## config.mk

```make
export PLATFORM = sky130hd
export DESIGN_NAME = qcvf_merge
export DESIGN_NICKNAME = d
export VERILOG_FILES = /design/src/rtl/core/qcvf_pkg.sv /design/src/rtl/core/qcvf_merge.sv
export SDC_FILE = /design/constraint.sdc
export NUM_CORES = 1
export LEC_CHECK = 0
export BUFFER_PORTS_ARGS = -buffer_cell sky130_fd_sc_hd__buf_2
export CAP_MARGIN = 20
export CORE_AREA = 2 2 39 41
export DETAILED_ROUTE_END_ITERATION = 12
export DIE_AREA = 0 0 41 43
export GPL_TIMING_DRIVEN = 1
export PLACE_DENSITY = 0.32
export SYNTH_ARGS = -nofsm -noshare
export SYNTH_HDL_FRONTEND = slang
export SYNTH_SLANG_ARGS = --single-unit
```

## constraint.sdc

```tcl
create_clock -name clock -period 1.6 [get_ports clock]
set_input_delay 0.24 -clock clock [delete_from_list [all_inputs] [get_ports clock]]
set_output_delay 0.24 -clock clock [all_outputs]
set_load 0.005 [all_outputs]
```

## src/rtl/core/qcvf_pkg.sv

```systemverilog
// shared types, constants and the hit-count merge function of the concave vertex finder
package qcvf_pkg;

   localparam int NUM_CORNERS = 4;
   localparam int CORNER_IDX_W = 2;
   localparam logic [1:0] HIT_LIMIT = 2'd2;

   typedef struct packed {
      logic found;
      logic [CORNER_IDX_W-1:0] corner_index;
   } qcvf_result_type;

   // load enables of the three lane stages
   typedef struct packed {
      logic s1;
      logic s2;
      logic s3;
   } qcvf_adv_type;

   // walk the corners in order; a flagged corner bumps itself and its successor,
   // and the first counter to reach the limit wins
   function automatic qcvf_result_type qcvf_merge_flags(input logic [NUM_CORNERS-1:0] flags);
      logic [1:0] hits [NUM_CORNERS];
      qcvf_result_type res;
      logic done;
      logic [CORNER_IDX_W-1:0] cur;
      logic [CORNER_IDX_W-1:0] nxt;
      res = '0;
      done = 1'b0;
      for (int c = 0; c < NUM_CORNERS; c++) begin
         hits[c] = 2'd0;
      end
      for (int k = 0; k < NUM_CORNERS; k++) begin
         cur = CORNER_IDX_W'(k);
         nxt = CORNER_IDX_W'(k + 1);
         if (!done && flags[k]) begin
            hits[cur] = hits[cur] + 2'd1;
            hits[nxt] = hits[nxt] + 2'd1;
            if (hits[cur] >= HIT_LIMIT) begin
               res.found = 1'b1;
               res.corner_index = cur;
               done = 1'b1;
            end else if (hits[nxt] >= HIT_LIMIT) begin
               res.found = 1'b1;
               res.corner_index = nxt;
               done = 1'b1;
            end
         end
      end
      return res;
   endfunction

endpackage

```

## src/rtl/core/qcvf_merge.sv

```systemverilog
// merge of the four lane flags into the registered result item
module qcvf_merge
   import qcvf_pkg::*;
(
   input  logic clock,
   input  logic reset,
   input  logic [NUM_CORNERS-1:0] flags,
   input  logic in_valid,
   input  logic out_ready,
   output logic advance,
   output logic out_valid,
   output qcvf_result_type result
);

   logic valid_ff, valid_in;
   qcvf_result_type result_ff, result_in;

   assign advance = !valid_ff || out_ready;
   assign valid_in = advance ? in_valid : valid_ff;
   assign result_in = qcvf_merge_flags(flags);

   always_ff @(posedge clock) begin
      if (reset) begin
         valid_ff <= 1'b0;
      end else begin
         valid_ff <= valid_in;
      end
   end

   always_ff @(posedge clock) begin
      if (advance) begin
         result_ff <= result_in;
      end
   end

   assign out_valid = valid_ff;
   assign result = result_ff;

endmodule

```

==> results.yml <==
pwr:
  leakage_uw: 0.000129
  p_seq_share_pct: 42.4
  p_comb_share_pct: 11.0
  internal-power_uw: 234
  switching_share_pct: 20.9
  p_per_area_mw_per_mm2: 1090
  clkPwrFrac_pct: 46.6
  p_sw_uw: 61.6
  max-vdd-ir-drop_uv: 253
routing:
  first_iter_violations: 1
  drcViolationCount: 0
  drt.antenna.violating_nets: 0
  avgRoutedWirePerCell_um: 9.11
  drt-pass1-iter-count: 2
  vias_per_cell: 3.51
  via_count: 158
  wl_um: 410
timing:
  holdWs_ns: 0.161
  fin_ws_ns: 0.540
  tightestPinTransition_ns: 0.148
  setup_tns_ns: 0
  hold_viol: 0
  setup_violations: 0
  skew_ns: 0.00251
  slew_headroom_pct: 90.0
  drv_slew: 0
  timing.final.crit_share_pct: 66.2
  rsz0062_at_grt: "false"
  finalCriticalPeriod_ns: 1.06
  fmax_mhz: 943
grt:
  grt_overflow: 0
  grt_max_degree: 6
  grt_pass1_vias: 191
  grtUsageTotal_pct: 6.24
  grt_pass1_wl_um: 655
  antenna_found_initial: 0
clocking:
  h-tree-depth: 1
  cts-resized-gates: 0
  numClockSinks: 4
  cts_root_buf: "clkbuf_4"
  clk_latency_ns: 0.23
  post_cts_buffers: 0
  ctsHoldBuffers: 0
  cts_buffer_depth: 2
  cts.clk_slew.worst_paths_ns: 0.04
  cts_tree: "built"
  cts_made_buffers: 3
critical_path:
  r2r_slack_ns: 0.88
  endpoint_kind: "primary output"
  worstPathRequired_ns: 1.36
  crit_chain: "nand2b_4 > buf_2"
  cp_top_family: "flip-flops"
  crit_type: "register to primary output"
  worst_ep_arrival_time_ns: 0.82
  cp-start-kind: "register"
  path_max_fanout: 5
  cp_slowest_cell: "dfxtp_1"
  max_stage_delay_ns: 0.37
  path_buf_inv: 1
logic_synthesis:
  syn_nets: 21
  syn_area_per_cell_um2: 12.6
  synth_cell_types: 9
  ys_warn_count: 0
  synth_seq_cells: 4
  syn_area_um2: 164
  yosysSeqAreaShare_pct: 67.2
  synth_cells: 13
job:
  maxCapViolations: 0
final_layout:
  layout-drive-gt1-share_pct: 55.2
  register_area_um2: 110
  layout.nets: 38
  antenna_cells: 0
  area_growth_syn_to_layout_pct: 64.9
  multi_input_area_um2: 50.0
  fillers: 157
placement:
  gp_congestion: 0.508
  io_buffers: 12
  dp_slack_ns: 0.730
floorplanning:
  die_h_um: 43
  core_mm2: 0.00138
  rows: 14
  io_pins: 13
  start_util_pct: 11.8
  die_w_um: 41
  die_area_mm2: 0.00176
outcome:
  outcome: "complete, no violations"
min_path:
  hp-class: "input pin to register"
==> cells by family after synthesis <==
family | share of synthesized area, %
AOI/OAI and AO/OA | 17.6
DFF | 67.2
and+or+nand+nor | 13.0
buffers and inverters | 2.29
==> cells in the mapped netlist <==
library cell	count	area, µm²
inv_1	1	3.75
nand2b_4	1	13.8
o22a_1	1	8.76
o21ai_1	1	5.00
edfxtp_1	3	90.1
a21oi_1	2	10.0
dfxtp_1	1	20.0
nand2_1	2	7.51
o21ai_0	1	5.00
==> per-stage QoR <==
stage	utilization, %	cells	total power [µW]	area, µm²
2_1_floorplan	-	13	138	164
3_3_place_gp	17.6	41	159	244
3_5_place_dp	17.6	41	160	244
4_1_cts	19.5	45	307	270
5_1_grt	19.5	45	322	270
6_report	19.5	45	295	270
==> cells in the final DEF (no fill, tap or decap), drive strengths merged <==
master / netlist / layout
clkbuf: 0 / 4
inv: 1 / 1
a21oi: 2 / 2
buf: 0 / 12
nand2b: 1 / 1
edfxtp: 3 / 3
dfxtp: 1 / 1
o21ai: 2 / 2
o22a: 1 / 1
nand2: 2 / 2
==> flip-flops by register name, indices dropped and copies added (netlist names) <==
name,flops
result,3
out_valid,1
==> power by group through the flow <==
stage | combinational [µW] | clock, µW | sequential [µW]
final | 32.6 | 138 | 125
after global routing | 38.2 | 158 | 126
after CTS | 33.5 | 149 | 125
after detailed placement | 33.2 | 0 | 127
after global placement | 32.8 | 0 | 126
after floorplan | 9.63 | 0 | 128
==> per-layer routing <==
metal | share of wire [%] | vias to the layer above | track usage [%]
met3 | 16 | 0 | 4.71
met4 | 0 | 0 | 6.00
met1 | 38 | 65 | 4.85
met5 | 0 | - | 0
li1 | - | 80 | -
met2 | 45 | 13 | 9.06
==> worst paths after layout <==
check | from | end | depth (start not counted)
max | out_valid$_SDFFE_PP0P_ | advance | 2
min | reset | out_valid$_SDFFE_PP0P_ | 2
max reg2reg | out_valid$_SDFFE_PP0P_ | result[0]$_DFFE_PP_ | 1
min reg2reg | out_valid$_SDFFE_PP0P_ | out_valid$_SDFFE_PP0P_ | 2
==> cell type report <==
class	count	area share, %
inverters	1	1.39
repair buffers	12	22.2
multi-input cells	8	18.5
flip-flops and latches	4	40.7
clock buffers	4	9.72
well taps	16	7.41
Note: power is estimated with default switching activity, not from simulation.
