==> src/rtl/core/qcvf_pkg.sv <==
// shared types, constants and the hit-count merge function of the concave vertex finder
package qcvf_pkg;

   localparam int NUM_CORNERS = 4;
   localparam int CORNER_IDX_W = 2;
   localparam logic [1:0] HIT_LIMIT = 2'd2;

   typedef struct packed {
      logic found;
      logic [CORNER_IDX_W-1:0] corner_index;
   } qcvf_result_type;

   // load enables of the three lane stages
   typedef struct packed {
      logic s1;
      logic s2;
      logic s3;
   } qcvf_adv_type;

   // walk the corners in order; a flagged corner bumps itself and its successor,
   // and the first counter to reach the limit wins
   function automatic qcvf_result_type qcvf_merge_flags(input logic [NUM_CORNERS-1:0] flags);
      logic [1:0] hits [NUM_CORNERS];
      qcvf_result_type res;
      logic done;
      logic [CORNER_IDX_W-1:0] cur;
      logic [CORNER_IDX_W-1:0] nxt;
      res = '0;
      done = 1'b0;
      for (int c = 0; c < NUM_CORNERS; c++) begin
         hits[c] = 2'd0;
      end
      for (int k = 0; k < NUM_CORNERS; k++) begin
         cur = CORNER_IDX_W'(k);
         nxt = CORNER_IDX_W'(k + 1);
         if (!done && flags[k]) begin
            hits[cur] = hits[cur] + 2'd1;
            hits[nxt] = hits[nxt] + 2'd1;
            if (hits[cur] >= HIT_LIMIT) begin
               res.found = 1'b1;
               res.corner_index = cur;
               done = 1'b1;
            end else if (hits[nxt] >= HIT_LIMIT) begin
               res.found = 1'b1;
               res.corner_index = nxt;
               done = 1'b1;
            end
         end
      end
      return res;
   endfunction

endpackage

==> src/rtl/core/qcvf_lane.sv <==
// one corner lane: edge vectors, exact cross products and the sign mismatch flag
module qcvf_lane
   import qcvf_pkg::*;
#(
   parameter int COORD_WIDTH = 16
) (
   input  logic clock,
   input  qcvf_adv_type adv,
   input  logic signed [COORD_WIDTH-1:0] p0_x,
   input  logic signed [COORD_WIDTH-1:0] p0_y,
   input  logic signed [COORD_WIDTH-1:0] p1_x,
   input  logic signed [COORD_WIDTH-1:0] p1_y,
   input  logic signed [COORD_WIDTH-1:0] p2_x,
   input  logic signed [COORD_WIDTH-1:0] p2_y,
   input  logic signed [COORD_WIDTH-1:0] p3_x,
   input  logic signed [COORD_WIDTH-1:0] p3_y,
   output logic flag
);

   localparam int DW = COORD_WIDTH + 1;
   localparam int PW = 2 * DW;

   logic signed [DW-1:0] bx_in, by_in, ax_in, ay_in, cx_in, cy_in;
   logic signed [DW-1:0] bx_ff, by_ff, ax_ff, ay_ff, cx_ff, cy_ff;
   logic signed [PW-1:0] m1a_in, m1b_in, m2a_in, m2b_in;
   logic signed [PW-1:0] m1a_ff, m1b_ff, m2a_ff, m2b_ff;
   logic flag_in, flag_ff;

   always_comb begin
      bx_in = {p0_x[COORD_WIDTH-1], p0_x} - {p1_x[COORD_WIDTH-1], p1_x};
      by_in = {p0_y[COORD_WIDTH-1], p0_y} - {p1_y[COORD_WIDTH-1], p1_y};
      ax_in = {p0_x[COORD_WIDTH-1], p0_x} - {p2_x[COORD_WIDTH-1], p2_x};
      ay_in = {p0_y[COORD_WIDTH-1], p0_y} - {p2_y[COORD_WIDTH-1], p2_y};
      cx_in = {p0_x[COORD_WIDTH-1], p0_x} - {p3_x[COORD_WIDTH-1], p3_x};
      cy_in = {p0_y[COORD_WIDTH-1], p0_y} - {p3_y[COORD_WIDTH-1], p3_y};
   end

   always_comb begin
      m1a_in = bx_ff * ay_ff;
      m1b_in = by_ff * ax_ff;
      m2a_in = bx_ff * cy_ff;
      m2b_in = by_ff * cx_ff;
   end

   // signs agree only when both the greater and the equal tests agree
   always_comb begin
      flag_in = ((m1a_ff > m1b_ff) != (m2a_ff > m2b_ff))
             || ((m1a_ff == m1b_ff) != (m2a_ff == m2b_ff));
   end

   always_ff @(posedge clock) begin
      if (adv.s1) begin
         bx_ff <= bx_in;
         by_ff <= by_in;
         ax_ff <= ax_in;
         ay_ff <= ay_in;
         cx_ff <= cx_in;
         cy_ff <= cy_in;
      end
      if (adv.s2) begin
         m1a_ff <= m1a_in;
         m1b_ff <= m1b_in;
         m2a_ff <= m2a_in;
         m2b_ff <= m2b_in;
      end
      if (adv.s3) begin
         flag_ff <= flag_in;
      end
   end

   assign flag = flag_ff;

endmodule

==> config.mk <==
export PLATFORM = sky130hd
export DESIGN_NAME = qcvf_lane
export DESIGN_NICKNAME = d
export VERILOG_FILES = /design/src/rtl/core/qcvf_pkg.sv /design/src/rtl/core/qcvf_lane.sv
export SDC_FILE = /design/constraint.sdc
export NUM_CORES = 2
export LEC_CHECK = 0
export BUFFER_PORTS_ARGS = -buffer_cell sky130_fd_sc_hd__buf_4
export CORE_ASPECT_RATIO = 1.75
export CORE_MARGIN = 10
export CORE_UTILIZATION = 40
export CTS_BUF_LIST = sky130_fd_sc_hd__clkbuf_2
export CTS_CLUSTER_SIZE = 30
export DETAILED_ROUTE_END_ITERATION = 8
export GPL_TIMING_DRIVEN = 0
export PLACE_DENSITY = 0.58
export SYNTH_ARGS = -nofsm -noshare
export SYNTH_HDL_FRONTEND = slang
export SYNTH_SLANG_ARGS = --single-unit
==> constraint.sdc <==
create_clock -name clock -period 6.82 [get_ports clock]
set_clock_uncertainty 0.15 [all_clocks]
set_input_delay 0.341 -clock clock [delete_from_list [all_inputs] [get_ports clock]]
set_output_delay 0.341 -clock clock [all_outputs]
set_load 0.01 [all_outputs]
==> metrics.txt <==
# TYPE chip_impl_metric gauge
chip_impl_metric{name="worstSkewPairLatency",unit="ps"} 1420
chip_impl_metric{name="boundary_pins",unit=""} 133
chip_impl_metric{name="global_route_wire_length_before_repair",unit="um"} 287000
chip_impl_metric{name="critical_path.max_fanout",unit=""} 10
chip_impl_metric{name="cts-htree-levels",unit=""} 3
chip_impl_info{name="mostFrequentLayoutCells",value="sky130_fd_sc_hd__inv_1 (1,428), sky130_fd_sc_hd__fa_1 (1,153), sky130_fd_sc_hd__and2_1 (592)"} 1
chip_impl_metric{name="design.die.area",unit="mm2"} 0.1584
chip_impl_metric{name="drtPass1Iterations",unit=""} 8
chip_impl_metric{name="max_cap_violations",unit=""} 0
chip_impl_metric{name="placeableCoreArea",unit="mm2"} 0.1417
chip_impl_metric{name="grt-ovfl-total",unit=""} 0
chip_impl_info{name="violations",value="negative setup slack"} 1
chip_impl_metric{name="maximum_number_of_pins_on_one_net_before_global_route_repair",unit=""} 103
chip_impl_metric{name="ff_latch_area",unit="mm2"} 0.007177
chip_impl_metric{name="multi_input_comb_area",unit="mm2"} 0.04467
chip_impl_metric{name="mappedNetlistArea",unit="mm2"} 0.05694
chip_impl_metric{name="ys_ff_latch",unit=""} 239
chip_impl_metric{name="holdWs",unit="ps"} 178.3
chip_impl_metric{name="via_per_inst",unit=""} 5.177
chip_impl_metric{name="preCtsSetupSlack",unit="ps"} -1197
chip_impl_metric{name="data_arrival_critical_path",unit="ps"} 7860
chip_impl_metric{name="worst_endpoint_required_time",unit="ps"} 7690
chip_impl_metric{name="wl_per_cell",unit="um"} 22.08
chip_impl_metric{name="final_critical_path_share_of_the_clock_period",unit="%"} 102.5
chip_impl_metric{name="timing.max_slew.rel_slack",unit="%"} 14.08
chip_impl_metric{name="layout_setup_ws",unit="ps"} -171.1
chip_impl_info{name="cts_tree",value="done"} 1
chip_impl_metric{name="hpwlAfterDp",unit="um"} 151700
chip_impl_metric{name="drt_iter0_drc",unit=""} 2471
chip_impl_metric{name="overall_fraction_of_global_route_tracks_in_use",unit="%"} 24.00
chip_impl_metric{name="die_h",unit="um"} 519.1
chip_impl_metric{name="drive_above_1_share",unit="%"} 12.11
chip_impl_info{name="critical_path.startpoint_type",value="register"} 1
chip_impl_info{name="final_common_cell",value="sky130_fd_sc_hd__inv_1"} 1
chip_impl_metric{name="synth_async_sr_flop_share",unit="%"} 0
chip_impl_metric{name="synth-edff-count",unit=""} 239
chip_impl_metric{name="synth-seq-area-share",unit="%"} 12.60
chip_impl_metric{name="cts.reportedPaths.clkPinSlew",unit="ps"} 160
chip_impl_metric{name="routed_wl",unit="um"} 190100
chip_impl_metric{name="die_width",unit="um"} 305.2
chip_impl_metric{name="vias",unit=""} 44580
chip_impl_metric{name="drc_errors",unit=""} 0
chip_impl_metric{name="vias_in_the_first_global_route",unit=""} 49230
chip_impl_metric{name="layout.nets",unit=""} 8531
chip_impl_metric{name="initial_core_util",unit="%"} 40.18
chip_impl_metric{name="max-clock-path-buffers",unit=""} 3
chip_impl_metric{name="report.final.slew_viol_count",unit=""} 0
chip_impl_metric{name="n_fill_cell",unit=""} 13010
chip_impl_metric{name="cts_made_buffers",unit=""} 66
chip_impl_metric{name="maxClockFrequency",unit="MHz"} 143.0
chip_impl_metric{name="syn-instance-count",unit=""} 5934
chip_impl_metric{name="setup-tns-final",unit="ps"} -1045
chip_impl_info{name="rsz0062_at_grt",value="true"} 1
chip_impl_metric{name="avgSynthCellArea",unit="um2"} 9.596
chip_impl_info{name="root_buffer",value="sky130_fd_sc_hd__clkbuf_2"} 1
chip_impl_metric{name="timing_hold_violations_final",unit=""} 0
chip_impl_metric{name="cts.sink_count",unit=""} 239
chip_impl_metric{name="core.rowCount",unit=""} 183
chip_impl_info{name="synth_top_flop_cell",value="sky130_fd_sc_hd__edfxtp_1"} 1
chip_impl_metric{name="synth_cell_type_count",unit=""} 77
chip_impl_metric{name="setup_viol_count_final",unit=""} 11
chip_impl_info{name="hold_path_class",value="in2reg"} 1
chip_impl_metric{name="finalCriticalPeriod",unit="ps"} 6991
chip_impl_metric{name="antenna_found_initial",unit=""} 7
chip_impl_info{name="crit_path_end_kind",value="register"} 1
chip_impl_info{name="timing.setup.critical_path_class",value="reg2reg"} 1
chip_impl_metric{name="place.port_buffers",unit=""} 132
chip_impl_metric{name="gp_congestion",unit=""} 0.9674
chip_impl_info{name="status",value="finished, violations left"} 1
chip_impl_metric{name="synth.yosys.warnings",unit=""} 0
chip_impl_metric{name="antenna_left",unit=""} 0
chip_impl_metric{name="worstMarginPinSlew",unit="ps"} 1272
chip_impl_metric{name="area.growth.synth_to_final",unit="%"} 19.80
chip_impl_metric{name="syn_nets",unit=""} 7760
flip-flops by register name, indices dropped and copies added (netlist names), 34 cells and up:
| signal | count |
|---|---|
| m1a_ff | 34 |
| m1b_ff | 34 |
| m2a_ff | 34 |
| m2b_ff | 34 |
critical path, stage by stage (launching register included):
cell and delay (ps):
sky130_fd_sc_hd__edfxtp_1 550, sky130_fd_sc_hd__clkbuf_1 420, sky130_fd_sc_hd__nand2_1 150, sky130_fd_sc_hd__fa_1 520
sky130_fd_sc_hd__fa_1 520, sky130_fd_sc_hd__inv_1 60, sky130_fd_sc_hd__fa_1 520, sky130_fd_sc_hd__fa_1 460
sky130_fd_sc_hd__fa_1 530, sky130_fd_sc_hd__inv_1 60, sky130_fd_sc_hd__fa_1 500, sky130_fd_sc_hd__inv_1 70
sky130_fd_sc_hd__ha_4 240, sky130_fd_sc_hd__o21a_1 190, sky130_fd_sc_hd__o21ai_2 190, sky130_fd_sc_hd__nor3b_2 90
sky130_fd_sc_hd__o31ai_2 320, sky130_fd_sc_hd__a311oi_2 180, sky130_fd_sc_hd__or4_4 450, sky130_fd_sc_hd__a31o_4 260
sky130_fd_sc_hd__a21oi_2 120, sky130_fd_sc_hd__xnor2_1 100
logic make-up (layout without fill, tap and decap cells):
group | count (synthesis) | after routing | share of synthesized area [%]
xor gates and xnor gates | 199 | 199 | 3.061
and+or+nand+nor | 1639 | 1639 | 14.46
AOI/OAI and AO/OA | 510 | 510 | 6.025
adders and majority gates | 1694 | 1694 | 52.91
buffers and inverters | 1650 | 2468 | 10.88
DFF | 239 | 239 | 12.60
other | 0 | 9 | 0
muxes | 3 | 3 | 0.05493
cells in the mapped netlist, drive strengths merged (6+ instances only):
cell     instances  area share, %
nand2b          30           0.33
nand4           27           0.30
a211oi          23           0.31
xnor2          167            2.6
buf              7          0.048
nor3            57           0.50
a21boi          12           0.16
a41oi            7           0.12
a2111oi         10           0.16
nand2          591            3.9
nor2b           30           0.33
and3            20           0.22
ha             504             11
a221oi           7           0.11
o211ai          11           0.15
nor4             6          0.066
o21bai          15           0.20
and2           601            6.6
inv           1453            9.6
nand3           58           0.51
edfxtp         239             13
o21a            40           0.53
xor2            32           0.49
a31o             8           0.12
a21oi          136            1.2
a211o            8           0.12
a21o            73           0.96
nor2           173            1.1
a31oi            9          0.099
or3             21           0.23
fa            1190             42
a41o             7           0.12
o41ai            6           0.12
o21ai           94           0.83
clkbuf         190            1.3
o31a             7           0.11
cell type report:
cell class                      count  share of cell area [%]
Clock buffer                       79                  0.5796
Sequential cell                   239                   10.52
Multi-Input combinational cell   4045                   65.47
Inverter                         1453                   7.995
Buffer                            177                   1.935
Timing Repair Buffer              723                   9.660
Tap cell                         1850                   3.393
Antenna cell                        9                 0.03301
Clock inverter                     36                  0.4090
per-stage QoR:
stage               util (%)  instances  area (um2)
finish                 48.13       8611       68220
global route           48.12       8606       68210
CTS                    47.28       8542       67000
detailed placement     42.53       7917       60280
global placement       42.51       7916       60250
floorplan                  -       5934       56940
per-layer routing:
layer  vias to the layer above  track usage, %  routed length [um]
met4                         4           18.84               17510
met3                       648           3.138                9214
met2                      1519           44.68              102000
met5                         -               0                  22
li1                      19560               -                   -
met1                     22850           23.62               61310
worst paths after layout:
| check | start | endpoint | slack [ps] | cells after the start |
|---|---|---|---|---|
| setup / recovery | ay_ff[14] | m1a_ff[32] | -170 | 21 |
| hold / removal | p0_y[1] | ay_ff[1] | 180 | 5 |
| setup reg to reg | ay_ff[14] | m1a_ff[32] | -170 | 21 |
| hold reg to reg | bx_ff[0] | m2a_ff[0] | 670 | 2 |
what timing repair did:
| item | in CTS | in global routing |
|---|---|---|
| setup endpoints to repair | 69 | 40 |
| gates cloned | 1 | 0 |
| setup buffers | 135 | 64 |
| gates resized for setup | 364 | 218 |
| hold endpoints to repair | 341 | 9 |
| hold buffers | 388 | 1 |
| pin swaps | 48 | 93 |
Power is not shown: default switching activity piles up to over one toggle a cycle in this logic, so the estimate is an artifact.
